==> config.mk <==
export PLATFORM = sky130hd
export DESIGN_NAME = tsce_ram
export DESIGN_NICKNAME = d
export VERILOG_FILES = /design/src/tsce_ram.sv
export SDC_FILE = /design/constraint.sdc
export NUM_CORES = 2
export LEC_CHECK = 0
export BUFFER_PORTS_ARGS = -buffer_cell sky130_fd_sc_hd__buf_4
export CAP_MARGIN = 20
export CORE_ASPECT_RATIO = 1.1
export CORE_MARGIN = 1.5
export CORE_UTILIZATION = 65
export CTS_BUF_LIST = sky130_fd_sc_hd__clkbuf_4 sky130_fd_sc_hd__clkbuf_8
export CTS_CLUSTER_SIZE = 25
export DETAILED_ROUTE_END_ITERATION = 7
export PLACE_DENSITY_LB_ADDON = 0.3
export SYNTH_ARGS = -nofsm -noshare
export SYNTH_HDL_FRONTEND = slang
export SYNTH_SLANG_ARGS = --single-unit
==> constraint.sdc <==
create_clock -name clock -period 4.2 [get_ports clock]
set_clock_uncertainty 0.05 [all_clocks]
set_input_delay 0.42 -clock clock [delete_from_list [all_inputs] [get_ports clock]]
set_output_delay 0.42 -clock clock [all_outputs]
set_load 0.02 [all_outputs]
==> src/tsce_ram.sv <==
`timescale 1ns / 1ps
// Generic single-write, single-read RAM with registered read data.
// No dependencies.
module tsce_ram #(
   parameter int WIDTH = 32,
   parameter int DEPTH = 64
) (
   input  logic                     clock,
   input  logic                     wr_en,
   input  logic [$clog2(DEPTH)-1:0] wr_addr,
   input  logic [WIDTH-1:0]         wr_data,
   input  logic                     rd_en,
   input  logic [$clog2(DEPTH)-1:0] rd_addr,
   output logic [WIDTH-1:0]         rd_data
);

   logic [WIDTH-1:0] mem_ff [DEPTH];
   logic [WIDTH-1:0] rd_data_ff;

   always_ff @(posedge clock) begin
      if (wr_en) begin
         mem_ff[wr_addr] <= wr_data;
      end
      if (rd_en) begin
         rd_data_ff <= mem_ff[rd_addr];
      end
   end

   assign rd_data = rd_data_ff;

endmodule

-- Yosys cells after proc, flatten, opt, wreduce, memory -nomap -nowiden
Memories as Yosys holds them, arrays and structs flattened. A register that Yosys moved wholly into a read port is not among the register bits.
Index checks and enable logic that the tools add are counted.
- multiplexer cells: 2
- operators with widths (kind ; number):
    $mux W1 ; 2
- RAM bits: 2048
- register bits: 0
- memories: 1
- output and inout bits: 32
- memory list (name ; words ; width ; read ports ; clocked after memory_dff ; write ports ; line ; source):
    mem_ff ; 64 ; 32 ; 1 ; 1 ; 1 ; 17 ; logic [WIDTH-1:0] mem_ff [DEPTH];

-- Depth between registers and ports, before layout
- word-level depth: 2
- mapped depth: 10
- depth with buffers taken out: 5

-- Worst setup path before layout
Ideal clock, no wire load.
- path kind: input to register
- start: in wr_addr[3]
- end: mem mem_ff[48][0] (enable)
- stages: 4
- slack: 0.570 ns
- data arrival time: 3.119 ns
- required time: 3.689 ns
- cell sequence: clkbuf_1 -> nor2b_1 -> nand4b_1 -> nor3_1
- RTL lines (item ; line ; source):
    from (decl) ; 10 ; input logic [$clog2(DEPTH)-1:0] wr_addr,
    to (decl) ; 17 ;
Straight into the memory's write port.

==> impl_metrics.env <==
export IMPL_tritoncts="built"
export IMPL_finalWeightedCongestion=0.8750
export IMPL_place_area_um2=82590
export IMPL_fp_dieH_um=368.3
export IMPL_r2r_slack_ns=1.44
export IMPL_rr_endpoint="rd_data[5]"
export IMPL_hold_path_cell_count=4
export IMPL_grt_total_usage_pct=32.88
export IMPL_vias=38720
export IMPL_holdBufCountCts=37
export IMPL_die_area_um2=123400
export IMPL_arrival_ns=3.63
export IMPL_synth_top_area_share_pct=79.23
export IMPL_hold_class="in -> reg"
export IMPL_hold_end="mem_ff[57][18]"
export IMPL_synth_nets=3371
export IMPL_drt_initial_drc_count=5578
export IMPL_pwr_density_cell_nw_per_um2=463.0
export IMPL_drv_slew=0
export IMPL_setup_tns_ns=0
export IMPL_final_area_um2=88870
export IMPL_worst_pin_slew_ns=1.043
export IMPL_setup_ws_ns=1.153
export IMPL_path_class="in -> reg"
export IMPL_yosysMostFrequentCell="edfxtp_1"
export IMPL_fin_nets=3790
export IMPL_hold_start="wr_addr[0]"
export IMPL_cts_resized=0
export IMPL_reg2regPathDepth=4
export IMPL_synth_flop_cell="edfxtp_1"
export IMPL_design_core_area_um2=120000
export IMPL_syn_inst=3324
export IMPL_htree_levels=5
export IMPL_startpoint_type="input port"
export IMPL_r2r_start="mem_ff[47][5]"
export IMPL_ant_nets=0
export IMPL_grt_pass1_wl_um=279600
export IMPL_ioPinCount=79
export IMPL_regArea_um2=62460
export IMPL_finalHoldViolCount=0
export IMPL_wire_per_inst_um=35.35
export IMPL_crit_fanout=41
export IMPL_clk_pin_slew_ns=0.06
export IMPL_dieWidth_um=335.1
export IMPL_cpMaxStageDelayCell="o22ai_1"
export IMPL_clkLatencyLatePin_ns=1.00
export IMPL_yosysWarnings=0
export IMPL_peakVddDrop_v=0.0003861
export IMPL_area_growth_pct=12.73
export IMPL_clock_fmax_mhz=328.1
export IMPL_finalWirelength_um=197600
export IMPL_grt_overflow=0
export IMPL_multi_input_area_um2=15970
export IMPL_grt_max_degree=88
export IMPL_synth_common_cells="2080 x edfxtp_1, 544 x mux4_2, 137 x nor2_1, 93 x mux2i_1, 84 x o22ai_1"
export IMPL_cpLargestDelayFamily="buffers and inverters"
export IMPL_run_status="finished clean"
export IMPL_min_period_ns=3.047
export IMPL_detailed_place_hpwl_um=110300
export IMPL_relSlewSlack_pct=30.30
export IMPL_firstDrtPassIters=6
export IMPL_syn_cell_area_um2=78840
export IMPL_first_global_vias=39930
export IMPL_post_place_ws_ns=0.3469
export IMPL_routed_via_density=6.929
export IMPL_maxCapViolCount=0
export IMPL_synth_cell_types=33
export IMPL_start_util_pct=65.71
export IMPL_async_flop_share_pct=0
export IMPL_ys_seq_area_share_pct=79.23
export IMPL_fillCellCount=6207
export IMPL_drc=0
export IMPL_syn_area_per_cell_um2=23.72
export IMPL_cts_sinks=2080
export IMPL_path_cells="buf_8 > buf_4 > buf_4 > mux4_2 > mux4_2 > o22ai_1 > nor2_1"
export IMPL_io_buffers=78
export IMPL_crit_path_end_kind="flip-flop"
export IMPL_cts_root_buf="clkbuf_8"
export IMPL_path_buf_inv=3
export IMPL_required_ns=4.78
export IMPL_max_clock_path_buffers=4
export IMPL_synth_seq_cells=2080
export IMPL_synth_largest_area_cell="edfxtp_1"
export IMPL_max_stage_delay_ns=0.61
export IMPL_antenna_found_initial=11
export IMPL_post_cts_buffers=0
export IMPL_leakage_nw=28.00
export IMPL_crit_cells=7
export IMPL_rsz0062_at_grt="no"
export IMPL_drive_above_1_share_pct=33.33
export IMPL_rows=133
export IMPL_synthTopCellsByArea="edfxtp_1 79%, mux4_2 16%, mux2i_1 1.2%"
export IMPL_finalSetupViolCount=0
export IMPL_synth_edff_count=2080
export IMPL_cts_buffers_inserted=321
export IMPL_min_period_over_period_pct=72.56
-- worst register-to-register path, stage by stage (launching register included) --
cell and delay (ns):
edfxtp_1 0.38, mux4_2 0.48, mux4_2 0.58, o22ai_1 0.61, nor2_1 0.32
-- worst max path at each step --
stage | start | to | slack, ns
finish | rd_addr[1] | rd_data[5] | 1.15
floorplan | wr_addr[3] | mem_ff[48][0] | 0.57
global route | rd_addr[0] | rd_data[0] | 1.21
detailed placement | rd_addr[0] | rd_data[13] | 0.35
global placement | rd_addr[0] | rd_data[13] | 0.35
CTS | rd_addr[0] | rd_data[13] | 1.40
-- routing by layer --
layer	global-route usage, %	part of all wire [%]	wire length, µm	vias to the layer above
met4	16.36	5.2	10260	2
li1	-	-	-	15170
met3	8.179	12	24620	492
met1	43.45	33	65860	20130
met5	0	0.0066	13	-
met2	52.02	49	96830	2935
-- registers in the layout, indices dropped and copies added (netlist names) --
register,cells
rd_data,32
mem_ff,2048
-- cell usage in the layout, fill, tap and decap left out, types with 5 or more instances in the layout --
master,netlist,layout
nand3b_1,5,5
buf_4,25,213
nor2b_1,15,15
clkbuf_4,0,87
mux4_2,544,544
o221ai_1,27,27
a21oi_1,62,62
nand2b_1,8,8
clkinv_2,0,38
nor2_1,137,75
nand3_1,5,5
a311oi_1,8,8
buf_12,0,24
clkbuf_8,0,326
clkinvlp_4,0,8
clkinv_1,0,76
mux2i_1,93,93
diode_2,0,6
o22ai_1,84,84
nor3_1,7,5
bufinv_16,0,7
a22oi_1,12,12
nor2_4,0,62
nand2_1,26,25
dlygate4sd3_1,0,37
edfxtp_1,2080,2080
-- power by group --
part           leakage [nW]  switching, W  internal, W  total (W)
logic                  6.15       0.00144     0.000826    0.00227
registers              18.7     0.0000755       0.0230     0.0231
clock network          3.12       0.00738      0.00839     0.0158
total                  28.0       0.00889       0.0322     0.0411
-- cell families (layout without fill, tap and decap cells) --
kind of cell | after synthesis | after routing | share of synthesized area (%)
and+or+nand+nor | 223 | 223 | 1.260
DFF | 2080 | 2080 | 79.23
other | 0 | 6 | 0
AOI/OAI and AO/OA | 202 | 202 | 1.666
buffers and inverters | 182 | 821 | 1.124
muxes | 637 | 637 | 16.72
-- stage by stage --
step	hold WS, ns	instances	power [W]	utilization (%)
floorplan	0.4689	3324	0.02466	-
global placement	0.7674	5002	0.02566	68.83
detailed placement	0.7786	5003	0.02575	68.84
CTS	0.09623	5583	0.04126	74.06
global route	0.1573	5585	0.04224	74.06
finish	0.1745	5589	0.04114	74.07
-- layout make-up --
type,count,area share [%]
flip-flops and latches,2080,70.28
clock inverters,130,0.8490
well taps,1620,2.281
repair buffers,278,2.820
multi-input cells,1062,17.97
clock buffers,413,5.784
diodes,6,0.01689
Power figures use the tool's default switching activity.
