## src/tsce_pkg.sv

```systemverilog
`timescale 1ns / 1ps
// Shared types, constants and the CORDIC angle table for the trigonometric
// series evaluator. No dependencies.
package tsce_pkg;

   localparam int MAX_TERMS_DEF    = 64;
   localparam int COEFF_BITS_DEF   = 32;
   localparam int CORDIC_STEPS_DEF = 28;

   localparam int ACC_W   = 48;   // Clenshaw accumulators, Q20.28
   localparam int TRIG_W  = 34;   // CORDIC datapath, Q1.30 with headroom
   localparam int MUL_A_W = 35;
   localparam int MUL_B_W = 50;
   localparam int MUL_H_W = 26;   // upper slice of operand b
   localparam int MUL_L_W = 24;   // lower slice of operand b
   localparam int MUL_P_W = MUL_A_W + MUL_B_W;
   localparam int RES_W   = 57;

   localparam logic signed [TRIG_W-1:0] CORDIC_GAIN = 34'sd652032874;

   localparam logic REQ_LOAD = 1'b0;
   localparam logic REQ_EVAL = 1'b1;

   localparam logic [2:0] CSR_ODD_MODE      = 3'd0;
   localparam logic [2:0] CSR_SYM_MODE      = 3'd1;
   localparam logic [2:0] CSR_TERM_COUNT    = 3'd2;
   localparam logic [2:0] CSR_ANGLE_SCALE   = 3'd3;
   localparam logic [2:0] CSR_SECULAR_SLOPE = 3'd4;

   typedef enum logic [3:0] {
      ST_IDLE,
      ST_PHI_GO,
      ST_PHI_WAIT,
      ST_CORDIC_GO,
      ST_CORDIC_WAIT,
      ST_C2_GO,
      ST_C2_WAIT,
      ST_S2_GO,
      ST_S2_WAIT,
      ST_TERM_GO,
      ST_TERM_WAIT,
      ST_FIN_GO,
      ST_FIN_WAIT,
      ST_SEC_GO,
      ST_SEC_WAIT,
      ST_RESP
   } seq_state_type;

   // Rounded atan(2^-i) in binary angle units (2^32 is one turn).
   function automatic logic [31:0] cordic_atan(input int unsigned i);
      logic [31:0] v;
      begin
         case (i)
            0:  v = 32'd536870912;
            1:  v = 32'd316933406;
            2:  v = 32'd167458907;
            3:  v = 32'd85004756;
            4:  v = 32'd42667331;
            5:  v = 32'd21354465;
            6:  v = 32'd10679838;
            7:  v = 32'd5340245;
            8:  v = 32'd2670163;
            9:  v = 32'd1335087;
            10: v = 32'd667544;
            11: v = 32'd333772;
            12: v = 32'd166886;
            13: v = 32'd83443;
            14: v = 32'd41722;
            15: v = 32'd20861;
            16: v = 32'd10430;
            17: v = 32'd5215;
            18: v = 32'd2608;
            19: v = 32'd1304;
            20: v = 32'd652;
            21: v = 32'd326;
            22: v = 32'd163;
            23: v = 32'd81;
            24: v = 32'd41;
            25: v = 32'd20;
            26: v = 32'd10;
            27: v = 32'd5;
            28: v = 32'd3;
            29: v = 32'd1;
            30: v = 32'd1;
            default: v = 32'd0;
         endcase
         return v;
      end
   endfunction

endpackage

```

## src/tsce_cordic.sv

```systemverilog
`timescale 1ns / 1ps
// Iterative rotation-mode CORDIC: one micro-rotation per cycle, giving
// cosine and sine of a 32-bit binary angle in Q1.30. Depends on tsce_pkg.
module tsce_cordic #(
   parameter int CORDIC_STEPS = tsce_pkg::CORDIC_STEPS_DEF
) (
   input  logic                               clock,
   input  logic                               reset,
   input  logic                               start,
   input  logic [31:0]                        phi,
   output logic                               done,
   output logic signed [tsce_pkg::TRIG_W-1:0] cos_out,
   output logic signed [tsce_pkg::TRIG_W-1:0] sin_out
);
   import tsce_pkg::*;

   localparam int IW = $clog2(CORDIC_STEPS + 1);

   logic                     busy_ff, done_ff, flip_ff;
   logic [IW-1:0]            iter_ff;
   logic signed [TRIG_W-1:0] x_ff, y_ff, z_ff, c_ff, s_ff;
   logic signed [TRIG_W-1:0] dx, dy, da;
   logic                     flip;
   logic [31:0]              phi_rot;

   always_comb begin
      // Second and third quadrants are folded by half a turn.
      flip    = (phi[31:30] == 2'b01) || (phi[31:30] == 2'b10);
      phi_rot = flip ? phi + 32'h8000_0000 : phi;
      dx      = y_ff >>> iter_ff;
      dy      = x_ff >>> iter_ff;
      da      = TRIG_W'(cordic_atan(int'(iter_ff)));
   end

   always_ff @(posedge clock) begin
      if (reset) begin
         busy_ff <= 1'b0;
         done_ff <= 1'b0;
      end else begin
         done_ff <= !start && busy_ff && (iter_ff == IW'(CORDIC_STEPS));
         if (start) begin
            busy_ff <= 1'b1;
         end else if (busy_ff && iter_ff == IW'(CORDIC_STEPS)) begin
            busy_ff <= 1'b0;
         end
      end
      if (start) begin
         x_ff    <= CORDIC_GAIN;
         y_ff    <= '0;
         z_ff    <= TRIG_W'($signed(phi_rot));
         flip_ff <= flip;
         iter_ff <= '0;
      end else if (busy_ff && iter_ff != IW'(CORDIC_STEPS)) begin
         if (z_ff >= 0) begin
            x_ff <= x_ff - dx;
            y_ff <= y_ff + dy;
            z_ff <= z_ff - da;
         end else begin
            x_ff <= x_ff + dx;
            y_ff <= y_ff - dy;
            z_ff <= z_ff + da;
         end
         iter_ff <= iter_ff + IW'(1);
      end else if (busy_ff) begin
         c_ff <= flip_ff ? -x_ff : x_ff;
         s_ff <= flip_ff ? -y_ff : y_ff;
      end
   end

   assign done    = done_ff;
   assign cos_out = c_ff;
   assign sin_out = s_ff;

endmodule

```

## config.mk

```make
export PLATFORM = sky130hd
export DESIGN_NAME = tsce_cordic
export DESIGN_NICKNAME = d
export VERILOG_FILES = /design/src/tsce_pkg.sv /design/src/tsce_cordic.sv
export SDC_FILE = /design/constraint.sdc
export NUM_CORES = 1
export LEC_CHECK = 0
export BUFFER_PORTS_ARGS = -buffer_cell sky130_fd_sc_hd__buf_2
export CAP_MARGIN = 20
export CORE_ASPECT_RATIO = 1.5
export CORE_MARGIN = 1
export CORE_UTILIZATION = 58
export DETAILED_ROUTE_END_ITERATION = 7
export PLACE_DENSITY_LB_ADDON = 0.3
export REMOVE_ABC_BUFFERS = 1
export SYNTH_ARGS = -nofsm -noshare
export SYNTH_HDL_FRONTEND = slang
export SYNTH_SLANG_ARGS = --single-unit
```

## constraint.sdc

```tcl
create_clock -name clock -period 8.07 [get_ports clock]
set_input_delay 1.614 -clock clock [delete_from_list [all_inputs] [get_ports clock]]
set_output_delay 1.614 -clock clock [all_outputs]
set_load 0.005 [all_outputs]
```

* Word level (Yosys, flattened, before mapping)
Memories as Yosys holds them, arrays and structs flattened. A register that Yosys moved wholly into a read port is not among the register bits.
Cells that the tools add are included.
** Word-level totals
- Memories :: 1
- Word-level logic and storage cells :: 50
- Bits in latches :: 0
- ROM bits :: 960
- Output and inout bits :: 69
- Register bits after elaboration :: 178
- Bits in writable memories :: 0
- Bits of input ports :: 35
** Cells by class
- Equal/unequal tests :: 4
- Shift operators :: 2
- $lt $le $gt $ge :: 1
- Reductions and logical operators :: 9
- Add/sub/neg operators :: 10
- Divide/modulo/power cells :: 0
- Muxes and demuxes :: 12
- $mul :: 0
- Bitwise gates (word level) :: 2
** Memories
- (no name shown) :: depth 32, bits a word 30, read ports 1, clocked after memory_dff 1, wr ports 0, RTL line tsce_pkg.sv:53 : case (i)
** Operators with widths (number)
- 2-to-1 mux 34 bit :: 7
- adder 34 bit :: 2
- negation 34 bit :: 2
- >>> shifter 34 x 5 -> 34 bit :: 2
- subtractor 34 bit :: 2
- adder 34 x 33 -> 34 bit :: 1
- >= comparator 34 x 1 -> 1 bit (second input constant) :: 1
- subtractor 34 x 33 -> 34 bit :: 1
- adder 32 bit (second input constant) :: 1
- 2-to-1 mux 32 bit :: 1
- 2-to-1 mux 5 bit :: 2
- adder 5 x 1 -> 5 bit (second input constant) :: 1
- == test 5 bit (second input constant) :: 1
- inequality test 5 bit (second input constant) :: 1
- logical AND 1 bit :: 4
- nonzero test 2 bit :: 2
- AND reduction 3 bit :: 1
- == test 2 x 1 -> 1 bit (second input constant) :: 1
- == test 2 bit (second input constant) :: 1
- 2-to-1 mux 1 bit :: 2
- inverter 1 bit :: 2
- logical NOT 1 bit :: 1
- logical OR 1 bit :: 1

* Logic depth before layout (Yosys ltp)
- Depth after elaboration :: 4
- Gate-level depth with buffers :: 29
- Mapped depth without buffers :: 23

* Worst setup path before layout
No wires, ideal clock.
- Path kind :: input-to-reg
- Start :: input start
- End :: register c_ff[0], in the netlist cos_out[0], enable pin
- Stages :: 3
- Data arrival time :: 7.021 ns
- Path slack :: 0.456 ns
- Library setup time :: 0.593 ns
- Data required time :: 7.477 ns
- Path buffers :: 2
- Path through :: clkbuf_1 -> clkbuf_1 -> nor3b_1
** On the way
- Longest elaborated chain between the ends :: 2
** RTL lines
- from (decl) :: RTL line tsce_cordic.sv:9 : input logic start,
- inverter 1 bit (no source line)
- AND reduction 3 bit (no source line)
- to (signal assigned) :: RTL line tsce_cordic.sv:65 : c_ff <= flip_ff ? -x_ff : x_ff;
- to (decl) :: RTL line tsce_cordic.sv:21 : logic signed [TRIG_W-1:0] x_ff, y_ff, z_ff, c_ff, s_ff;
No other way between the ends.
A chain may end at the register's enable or synchronous reset.

* Final worst setup path
- Start :: register iter_ff[2]
- End :: register y_ff[33]
** On the way
- Longest elaborated chain between the ends :: 3
- Elaborated cells on any way between the ends :: 6
- Classes of those cells :: add/sub: 2; eq/ne: 1; shift: 1; mux: 1; reduce/logical: 1
** RTL lines
- from (decl) :: RTL line tsce_cordic.sv:20 : logic [IW-1:0] iter_ff;
- from (signal assigned) :: RTL line tsce_cordic.sv:63 : iter_ff <= iter_ff + IW'(1);
- >>> shifter 34 x 5 -> 34 bit :: RTL line tsce_cordic.sv:31 : dy = x_ff >>> iter_ff;
- subtractor 34 bit or adder 34 bit (tied branches) :: RTL line tsce_cordic.sv:60, tsce_cordic.sv:56
- 2-to-1 mux 34 bit :: RTL line tsce_cordic.sv:54 : if (z_ff >= 0) begin
- to (signal assigned) :: RTL line tsce_cordic.sv:56 : y_ff <= y_ff + dy;
- to (signal assigned) :: RTL line tsce_cordic.sv:60 : y_ff <= y_ff - dy;
- to (decl) :: RTL line tsce_cordic.sv:21
Several ways; a longest one is shown, not always the timed one.

==> metrics.cfg <==
[outcome]
status=complete, no violations

[floorplanning]
ios=104
die_width_um=155
die-area_um2=35800
row_count=83
initial_core_util=0.591
die_h_um=231
coreArea_um2=34400

[clock_tree]
cts_hold_buf=0
tritoncts=yes
clk_path_buf_depth=3
h-tree-depth=1
clk_latency_ps=540
path_clk_slew_ps=70
cts_resized=0
cts_made_buffers=23
cts_setup_buffers=0
clkSinkCount=208
clockRootBuffer=clkbuf_16

[sta]
drv_slew=0
finClkSkew_ps=14.7
timing.final.crit_share=0.933
timing.final.crit_period_ps=7530
whs_ps=528
worstMarginPinSlew_ps=1050
slew_headroom=0.280
rsz0062_at_grt=no
setup_viol=0
hold_viol=0
setup_slack_ps=537
fmax_mhz=133

[layout]
nNetsFinal=2519
mostFrequentLayoutCells=nand2_1 (289), a21oi_1 (196), o21ai_0 (188)
final_common_cell=nand2_1
multi_input_area_um2=14200
fill_cells=2931
seqCellArea_um2=5210
syn_to_final_growth_pct=7.90
finalNonFillerCells=2852
drive_gt1_frac=0.140

[global_route]
grt_overflow=0
antenna_found_initial=3
grt_max_degree=83
grt_usage=0.401
grt_pass1_wl_um=110000
first_global_vias=19074

[setup_path]
crit_path_end_kind=flop
crit_slowest_cell=a22oi_1
cp.arrival_ps=7990
crit_required_ps=8530
crit_chain=buf_4, nor3_1, buf_4, a22oi_1, o21ai_0, a211oi_1, nand4bb_1, or4_1, or3_1, o21ai_1, xor2_1, nor2_1, a21oi_1, ha_1, a21oi_1, o21ai_0, nor2_1, o211a_1, o31ai_1, nand2_1, a311o_1, xnor2_1, or4_1, o21ai_1
start_kind=flop
critPathMaxFanout=23
crit_path_max_incr_delay_ps=750
criticalPathCategory=flop to flop
critPathTopFamily=compound AO/OA/AOI/OAI gates
r2r_slack_ps=540
critical_path_buf_inv_count=2

[drt]
drt_pass1_iterations=6
route.detailed.drc=0
final_antenna_net_count=0
via_per_inst=6.76
vias=19266
wl_per_cell_um=25.3
routed_wl_um=72100
drt_iter0_markers=1602

[min_path]
hold_class=flop to flop

[pwr]
power_mw=10.3
power.leakage_nw=8.74
ir_drop_uv=324
p_per_area_nw_per_um2=470

[yosys]
synth_top_area_cell=edfxtp_1
postSynthCellCount=2364
synth_cell_types=88
synth-main-ff-cell=dfxtp_1
ys_ff_latch=208
ys_seq_area_frac=0.256
synthesis.area_um2=20300
synth_edf_count=103
ys_warn_count=0
synth_top_area_frac=0.152
syn_area_per_cell_um2=8.60
synth-async-reset-ratio=0
synth.area.top_cells=edfxtp_1 (15%), dfxtp_1 (10%), mux4_2 (9.2%)

[placed_design]
hpwl_um=53700
port_buffers=103
place_inst=2809
gp_congestion=1.03
dpl_worst_slack_ps=1110

[job]
max-cap-violations=0

[Yosys cell counts, types with 29 or more instances]
| cell | n |
|---|---|
| dfxtp_1 | 105 |
| clkbuf_1 | 124 |
| nand2_1 | 289 |
| o31ai_1 | 49 |
| nand2b_1 | 29 |
| inv_1 | 46 |
| mux4_2 | 83 |
| xnor2_1 | 150 |
| o21ai_0 | 188 |
| mux2i_1 | 53 |
| or3_1 | 36 |
| xor2_1 | 94 |
| a21oi_1 | 196 |
| nand3_1 | 43 |
| edfxtp_1 | 103 |
| ha_1 | 113 |
| a21o_1 | 63 |
| nor2_1 | 133 |
[flip-flops by register name, summed over array words and instances, names as in the netlist]
register,count
cos_out,34
sin_out,34
x_ff,34
y_ff,34
z_ff,34
da,30
iter_ff,5
busy_ff,1
done,1
flip_ff,1
[final cells by class]
class | count | share of cell area
flip-flops and latches | 208 | 0.237
inverters | 48 | 0.00822
clock buffers | 24 | 0.0264
multi-input cells | 1930 | 0.647
well taps | 467 | 0.0266
repair buffers | 157 | 0.0444
clock inverters | 17 | 0.00982
diodes | 1 | 0.000114
[routing by layer]
| layer | track usage | wire [µm] | up-vias |
|---|---|---|---|
| li1 | - | - | 8816 |
| met5 | 0 | 12 | - |
| met1 | 0.411 | 24700 | 9124 |
| met3 | 0.0690 | 4920 | 349 |
| met4 | 0.339 | 7010 | 2 |
| met2 | 0.708 | 35500 | 975 |
[power by group]
group	switching (mW)	internal [mW]
logic	4.06	3.12
clock network	0.471	0.656
registers	0.552	1.45
total	5.08	5.22
[path summary, 6_finish.rpt]
path              startpoint          to  cells past startpoint
setup reg to reg  iter_ff[2]    y_ff[33]                     24
hold / removal       y_ff[0]  sin_out[0]                      0
hold reg to reg      y_ff[0]  sin_out[0]                      0
setup / recovery  iter_ff[2]    y_ff[33]                     24
[cells by family after synthesis]
kind of cell,synth area share
buf+inv,0.0470
compound gates,0.226
simple gates,0.161
fa+ha+maj,0.0725
mux,0.133
xor+xnor,0.105
flops,0.256
[per-stage QoR]
| step | utilization | cell area [µm²] | setup TNS, ps |
|---|---|---|---|
| after floorplan | - | 19500 | -40630 |
| after global placement | 0.614 | 21100 | 0 |
| after detailed placement | 0.614 | 21100 | 0 |
| after CTS | 0.638 | 21900 | 0 |
| after global routing | 0.638 | 21900 | 0 |
| final | 0.638 | 21900 | 0 |
(Power assumes the default switching activity.)
