## config.mk

```make
export PLATFORM = sky130hd
export DESIGN_NAME = tsce_mul
export DESIGN_NICKNAME = d
export VERILOG_FILES = /design/src/tsce_pkg.sv /design/src/tsce_mul.sv
export SDC_FILE = /design/constraint.sdc
export NUM_CORES = 2
export LEC_CHECK = 0
export BUFFER_PORTS_ARGS = -buffer_cell sky130_fd_sc_hd__buf_2
export CAP_MARGIN = 40
export CORE_MARGIN = 3
export CORE_UTILIZATION = 40
export DETAILED_ROUTE_END_ITERATION = 10
export PLACE_DENSITY = 0.54
export SETUP_SLACK_MARGIN = 0.1
export SYNTH_ARGS = -nofsm -noshare
export SYNTH_HDL_FRONTEND = slang
export SYNTH_SLANG_ARGS = --single-unit
```

## constraint.sdc

```tcl
create_clock -name clock -period 9.3 [get_ports clock]
set_input_delay 0.93 -clock clock [delete_from_list [all_inputs] [get_ports clock]]
set_output_delay 0.93 -clock clock [all_outputs]
set_load 0.005 [all_outputs]
```

## src/tsce_pkg.sv

```systemverilog
`timescale 1ns / 1ps
// Shared types, constants and the CORDIC angle table for the trigonometric
// series evaluator. No dependencies.
package tsce_pkg;

   localparam int MAX_TERMS_DEF    = 64;
   localparam int COEFF_BITS_DEF   = 32;
   localparam int CORDIC_STEPS_DEF = 28;

   localparam int ACC_W   = 48;   // Clenshaw accumulators, Q20.28
   localparam int TRIG_W  = 34;   // CORDIC datapath, Q1.30 with headroom
   localparam int MUL_A_W = 35;
   localparam int MUL_B_W = 50;
   localparam int MUL_H_W = 26;   // upper slice of operand b
   localparam int MUL_L_W = 24;   // lower slice of operand b
   localparam int MUL_P_W = MUL_A_W + MUL_B_W;
   localparam int RES_W   = 57;

   localparam logic signed [TRIG_W-1:0] CORDIC_GAIN = 34'sd652032874;

   localparam logic REQ_LOAD = 1'b0;
   localparam logic REQ_EVAL = 1'b1;

   localparam logic [2:0] CSR_ODD_MODE      = 3'd0;
   localparam logic [2:0] CSR_SYM_MODE      = 3'd1;
   localparam logic [2:0] CSR_TERM_COUNT    = 3'd2;
   localparam logic [2:0] CSR_ANGLE_SCALE   = 3'd3;
   localparam logic [2:0] CSR_SECULAR_SLOPE = 3'd4;

   typedef enum logic [3:0] {
      ST_IDLE,
      ST_PHI_GO,
      ST_PHI_WAIT,
      ST_CORDIC_GO,
      ST_CORDIC_WAIT,
      ST_C2_GO,
      ST_C2_WAIT,
      ST_S2_GO,
      ST_S2_WAIT,
      ST_TERM_GO,
      ST_TERM_WAIT,
      ST_FIN_GO,
      ST_FIN_WAIT,
      ST_SEC_GO,
      ST_SEC_WAIT,
      ST_RESP
   } seq_state_type;

   // Rounded atan(2^-i) in binary angle units (2^32 is one turn).
   function automatic logic [31:0] cordic_atan(input int unsigned i);
      logic [31:0] v;
      begin
         case (i)
            0:  v = 32'd536870912;
            1:  v = 32'd316933406;
            2:  v = 32'd167458907;
            3:  v = 32'd85004756;
            4:  v = 32'd42667331;
            5:  v = 32'd21354465;
            6:  v = 32'd10679838;
            7:  v = 32'd5340245;
            8:  v = 32'd2670163;
            9:  v = 32'd1335087;
            10: v = 32'd667544;
            11: v = 32'd333772;
            12: v = 32'd166886;
            13: v = 32'd83443;
            14: v = 32'd41722;
            15: v = 32'd20861;
            16: v = 32'd10430;
            17: v = 32'd5215;
            18: v = 32'd2608;
            19: v = 32'd1304;
            20: v = 32'd652;
            21: v = 32'd326;
            22: v = 32'd163;
            23: v = 32'd81;
            24: v = 32'd41;
            25: v = 32'd20;
            26: v = 32'd10;
            27: v = 32'd5;
            28: v = 32'd3;
            29: v = 32'd1;
            30: v = 32'd1;
            default: v = 32'd0;
         endcase
         return v;
      end
   endfunction

endpackage

```

## src/tsce_mul.sv

```systemverilog
`timescale 1ns / 1ps
// Shared multiplier: a 35 x 50 bit signed product built from two 35 x 26
// bit partial products, upper slice first. Depends on tsce_pkg.
module tsce_mul (
   input  logic                                clock,
   input  logic                                reset,
   input  logic                                start,
   input  logic signed [tsce_pkg::MUL_A_W-1:0] op_a,
   input  logic signed [tsce_pkg::MUL_B_W-1:0] op_b,
   output logic                                done,
   output logic signed [tsce_pkg::MUL_P_W-1:0] product
);
   import tsce_pkg::*;

   localparam int PP_W = MUL_A_W + MUL_H_W;

   logic signed [MUL_A_W-1:0] a_ff;
   logic signed [MUL_B_W-1:0] b_ff;
   logic        [1:0]         stage_ff, stage_in;
   logic signed [PP_W-1:0]    hi_ff, lo_ff, pp;
   logic signed [MUL_H_W-1:0] b_sel;
   logic signed [MUL_P_W-1:0] prod_ff;
   logic                      done_ff;

   // The upper slice is signed; the lower one is taken as unsigned.
   always_comb begin
      if (stage_ff == 2'd1) begin
         b_sel = b_ff[MUL_B_W-1:MUL_L_W];
      end else begin
         b_sel = $signed({{(MUL_H_W-MUL_L_W){1'b0}}, b_ff[MUL_L_W-1:0]});
      end
      pp = a_ff * b_sel;
      stage_in = stage_ff;
      if (start) begin
         stage_in = 2'd1;
      end else if (stage_ff != 2'd0) begin
         stage_in = (stage_ff == 2'd3) ? 2'd0 : stage_ff + 2'd1;
      end
   end

   always_ff @(posedge clock) begin
      if (reset) begin
         stage_ff <= 2'd0;
         done_ff  <= 1'b0;
      end else begin
         stage_ff <= stage_in;
         done_ff  <= (stage_ff == 2'd3);
      end
      if (start) begin
         a_ff <= op_a;
         b_ff <= op_b;
      end
      if (stage_ff == 2'd1) begin
         hi_ff <= pp;
      end
      if (stage_ff == 2'd2) begin
         lo_ff <= pp;
      end
      if (stage_ff == 2'd3) begin
         prod_ff <= (MUL_P_W'(hi_ff) <<< MUL_L_W) + MUL_P_W'(lo_ff);
      end
   end

   assign done    = done_ff;
   assign product = prod_ff;

endmodule

```

Word level (Yosys, flattened, before mapping)
Index checks and enable logic that the tools add are counted.

cells by class
  multiply operators = 1
  reduce and logical (&&, ||, !) cells = 3
  add/sub/neg operators = 2
  mux-type cells = 4
  eq/ne operators = 3

operator list
  operator             number
  $add 85x61->85       1
  $mul 35x26->61       1
  $mux 26              1
  $eq 2x2->1 const B   2
  $reduce_bool 2->1    2
  $add 2x1->2 const B  1
  $eq 2x1->1 const B   1
  $mux 1               2
  $mux 2               1
  $reduce_or 2->1      1

storage, ports and cells
  output and inout port bits = 86
  logic and storage cells = 21
  register bits after elaboration = 295

Logic depth before layout (Yosys ltp)
  word-level depth = 4
  mapped depth = 31

Worst setup path after synthesis
Ideal clock, no wire load.

  path kind = reg-to-reg
  start point = register stage_ff[0]
  end point = register hi_ff[57], data pin
  buffers on the path = 4
  path slack = -0.296 ns
  cell stages (with the launch flop) = 30
  data required time = 9.035 ns
  arrival = 9.331 ns
  path through = dfxtp_1 > ha_1 > clkbuf_1 > clkbuf_1 > mux2_2 > clkbuf_1 > nand2_1 > fa_1 > inv_1 > fa_1 > inv_1 > fa_1 > fa_1 > inv_1 > fa_1 > fa_1 > inv_1 > fa_1 > inv_1 > ha_1 > clkbuf_1 > a21o_1 > a221oi_1 > a2bb2oi_1 > a21oi_1 > a2111oi_2 > o31ai_1 > a311oi_1 > o21ai_1 > xor2_1

on the way
  word-level cells in the longest chain between the ends = 3

RTL lines
  element                 line            text
  from (decl)             tsce_mul.sv:19  logic [1:0] stage_ff, stage_in;
  from (signal assigned)  tsce_mul.sv:46  stage_ff <= stage_in;
  $eq 2x1->1              tsce_mul.sv:27  if (stage_ff == 2'd1) begin
  $mux 26                 tsce_mul.sv:27
  $mul 35x26->61          tsce_mul.sv:32  pp = a_ff * b_sel;
  named net pp[57]        tsce_mul.sv:20  logic signed [PP_W-1:0] hi_ff, lo_ff, pp;
  to (signal assigned)    tsce_mul.sv:54  hi_ff <= pp;
  to (decl)               tsce_mul.sv:20

The timed path passes the listed nets, and every way through them passes these cells.
A chain may end at the register's enable or synchronous reset.

Worst setup path after layout
  start point = register stage_ff[0]
  end point = register lo_ff[57], data pin

on the way
  word-level cells in the longest chain between the ends = 3

RTL lines
  element               line            text
  $eq 2x1->1            tsce_mul.sv:27
  $mux 26               tsce_mul.sv:27
  $mul 35x26->61        tsce_mul.sv:32
  named net pp[57]      tsce_mul.sv:20
  to (signal assigned)  tsce_mul.sv:57  lo_ff <= pp;
  to (decl)             tsce_mul.sv:20

The timed path passes the listed nets, and every way through them passes these cells.

==> flow_results.xml <==
<?xml version="1.0" encoding="UTF-8"?>
<metrics>
  <group name="status">
    <metric name="status" unit="">complete, no violations</metric>
  </group>
  <group name="synth">
    <metric name="share_of_flip_flops_with_an_asynchronous_set_or_reset" unit="">0</metric>
    <metric name="synthesis_stage_register_bit_count" unit="">295</metric>
    <metric name="synth.most_common_cell" unit="">inv_1</metric>
    <metric name="combined_area_of_all_synthesized_cells" unit="um2">44200</metric>
    <metric name="synth_area_leaders" unit="">fa_1, edfxtp_1, inv_1</metric>
    <metric name="synth_enable_flop_cells" unit="">292</metric>
    <metric name="post_synth_top_flop" unit="">edfxtp_1</metric>
    <metric name="area_share_of_the_leading_cell_type_in_the_synthesized_netlist" unit="">0.420</metric>
    <metric name="yosysSeqAreaShare" unit="">0.200</metric>
    <metric name="mappedNetlistNets" unit="">5553</metric>
    <metric name="synthesis.area_per_instance" unit="um2">10.3</metric>
    <metric name="synth_cell_type_count" unit="">78</metric>
    <metric name="netlist_instances" unit="">4310</metric>
    <metric name="post-synth-top-area-cell" unit="">fa_1</metric>
    <metric name="synth-warning-count" unit="">0</metric>
    <metric name="synthTopCellsByCount" unit="">inv_1, fa_1, nand2_1, edfxtp_1, ha_1</metric>
  </group>
  <group name="die">
    <metric name="initial_core_util" unit="">0.405</metric>
    <metric name="floorplan.io_pins" unit="">174</metric>
    <metric name="core-area" unit="um2">109000</metric>
    <metric name="design.die.area" unit="um2">115000</metric>
    <metric name="placementRows" unit="">121</metric>
    <metric name="die_w" unit="um">338</metric>
    <metric name="die_h" unit="um">338</metric>
  </group>
  <group name="placed_design">
    <metric name="dpl.cell_count" unit="">5870</metric>
    <metric name="pre_cts_ws" unit="ps">172</metric>
    <metric name="dp.final_hpwl" unit="mm">98.9</metric>
    <metric name="postPlaceCellArea" unit="um2">47100</metric>
    <metric name="place_congestion" unit="">0.873</metric>
    <metric name="place.port_buffers" unit="">173</metric>
  </group>
  <group name="drt">
    <metric name="detail_route.wl_per_cell" unit="um">20.2</metric>
    <metric name="drt-total-wl" unit="mm">120</metric>
    <metric name="dr_total_vias" unit="">29565</metric>
    <metric name="first_pass_iters" unit="">6</metric>
    <metric name="drt_iter0_markers" unit="">1873</metric>
    <metric name="via_per_inst" unit="">4.98</metric>
    <metric name="final_antenna_net_count" unit="">0</metric>
    <metric name="drcViolationCount" unit="">0</metric>
  </group>
  <group name="global_routing">
    <metric name="globalRouteTotalUtil" unit="">0.214</metric>
    <metric name="antenna_found_initial" unit="">2</metric>
    <metric name="grt_pass1_vias" unit="">31918</metric>
    <metric name="globalRouteOverflowTotal" unit="">0</metric>
    <metric name="grt_start_max_net_pins" unit="">71</metric>
    <metric name="grt_first_pass_wirelength" unit="mm">190</metric>
  </group>
  <group name="timing">
    <metric name="setup_viol" unit="">0</metric>
    <metric name="final-max-slew-violation-count" unit="">0</metric>
    <metric name="timing.fmax" unit="MHz">115</metric>
    <metric name="setup_tns" unit="ps">0</metric>
    <metric name="finalWorstSetupSlack" unit="ps">583</metric>
    <metric name="rsz0062_at_grt" unit="">no</metric>
    <metric name="post_route_skew" unit="ps">43.1</metric>
    <metric name="max_slew.worst_pin.slew" unit="ps">889</metric>
    <metric name="layout_worst_path_cycle_share" unit="">0.937</metric>
    <metric name="maxSlewHeadroom" unit="">0.408</metric>
    <metric name="hold_viol_final" unit="">0</metric>
    <metric name="min_period" unit="ps">8720</metric>
  </group>
  <group name="critical_path">
    <metric name="critPathArrivalTime" unit="ps">9060</metric>
    <metric name="critPathMaxStageDelay" unit="ps">550</metric>
    <metric name="path_max_fanout" unit="">14</metric>
    <metric name="worstPathBufferInverterCount" unit="">5</metric>
    <metric name="worstPathRequired" unit="ps">9640</metric>
    <metric name="path_common_cell" unit="">fa_1</metric>
    <metric name="crit_family" unit="">adder cells</metric>
    <metric name="timing_worst_setup_path_type" unit="">flip-flop to flip-flop</metric>
    <metric name="worstSetupStartpointType" unit="">flip-flop</metric>
    <metric name="crit_path_top_delay_cell" unit="">fa_1</metric>
    <metric name="critical_path.endpoint_type" unit="">flip-flop</metric>
  </group>
  <group name="final_layout">
    <metric name="final_cells" unit="">5942</metric>
    <metric name="layout.nets" unit="">5683</metric>
    <metric name="final_design_area_no_fill" unit="um2">48400</metric>
    <metric name="layout-drive-gt1-share" unit="">0.0831</metric>
    <metric name="areaGrowthSynthToFinish" unit="%">9.44</metric>
    <metric name="antennaDiodeCount" unit="">0</metric>
  </group>
  <group name="clock_network">
    <metric name="tritoncts_num_sinks" unit="">295</metric>
    <metric name="cts-htree-levels" unit="">2</metric>
    <metric name="tritoncts" unit="">done</metric>
    <metric name="cts.root.buffer_cell" unit="">clkbuf_16</metric>
    <metric name="tritoncts_buffers" unit="">37</metric>
    <metric name="buffer_depth_of_the_longest_clock_path" unit="">3</metric>
    <metric name="post_cts_hold_buffer_count" unit="">0</metric>
    <metric name="insertion_delay" unit="ps">610</metric>
    <metric name="cts.clk_slew.worst_paths" unit="ps">60</metric>
  </group>
  <group name="worst_hold_path">
    <metric name="min_path_type" unit="">flip-flop to flip-flop</metric>
  </group>
  <group name="flow_run">
    <metric name="cap_viol_max_count" unit="">0</metric>
  </group>
</metrics>
path summary, 6_finish.rpt:
kind / from / endpoint / slack [ps] / cells past startpoint
worst max-delay path: stage_ff[0]$_SDFFE_PP0P_ / lo_ff[57]$_DFFE_PN_ / 580 / 25
worst max register to register: stage_ff[0]$_SDFFE_PP0P_ / lo_ff[57]$_DFFE_PN_ / 580 / 25
worst min register to register: lo_ff[17]$_DFFE_PN_ / product[17]$_DFFE_PP_ / 420 / 0
worst min-delay path: lo_ff[17]$_DFFE_PN_ / product[17]$_DFFE_PP_ / 420 / 0
registers in the layout, summed over array words and instances (netlist names):
name / count
product: 85
hi_ff: 61
lo_ff: 61
a_ff: 35
b_ff: 50
stage_ff: 2
done: 1
kinds of logic (layout without fill, tap and decap cells):
kind of cell / count (synthesis) / after routing / share of synthesized area
AO/OA/AOI/OAI: 392 / 392 / 0.0592
XOR/XNOR: 115 / 115 / 0.0228
adder cells (fa/ha/maj): 1155 / 1155 / 0.484
buffers and inverters: 1147 / 1303 / 0.0974
flip-flops: 295 / 295 / 0.200
multiplexers: 26 / 26 / 0.00642
AND/OR/NAND/NOR: 1180 / 1180 / 0.130
placed cells by master, fill, tap and decap left out, drive strengths merged, types with 12 or more instances in the layout:
cell    netlist  layout
or2          12      12
nor2b       178     178
nand3        18      18
nand4        17      17
clkinv        0      13
nand2b       18      18
a31oi        17      17
and3         45      45
and2        206     206
xnor2        77      77
xor2         38      38
o21a         16      16
o21bai       24      24
fa          927     927
a21o         55      55
o21ai        62      62
nand2       553     553
mux2         19      19
buf           4     266
edfxtp      292     292
nor2         86      86
ha          228     228
inv         972     975
a21oi       121     121
clkbuf      171      45
nor3         23      23
a211oi       14      14
area by class of cell:
class | count | area (um2)
clock buffers | 45 | 956
clock inverters | 20 | 219
fillers | 10659 | 60900
inverters | 972 | 3650
multi-input cells | 2868 | 31200
flip-flops and latches | 295 | 8830
well taps | 1476 | 1850
repair buffers | 266 | 1690
per-layer routing:
layer,part of all wire,GRT usage
met2,0.45,0.340
met3,0.056,0.0318
met4,0.022,0.0495
met1,0.47,0.312
met5,0.00012,0
worst register-to-register path: cells and delay by family, from the launching register on:
family	cells	cell delay, ps
compound gates	7	2180
xor+xnor	1	170
fa+ha+maj	9	4210
buf+inv	5	460
flops	1	460
mux	1	530
simple gates	2	460
through the flow:
stage | util | hold slack (ps)
2_1_floorplan | - | 400
3_3_place_gp | 0.430 | 402
3_5_place_dp | 0.431 | 412
4_1_cts | 0.442 | 420
5_1_grt | 0.443 | 433
6_report | 0.443 | 417
what timing repair did:
| action | 4_1_cts | 5_1_grt |
|---|---|---|
| gates resized for setup | 0 | 8 |
| buffers inserted | 0 | 7 |
| endpoints found under the hold margin | 0 | 0 |
| setup endpoints to repair | 0 | 14 |
Power is not shown: default switching activity piles up to over one toggle a cycle in this logic, so the estimate is an artifact.
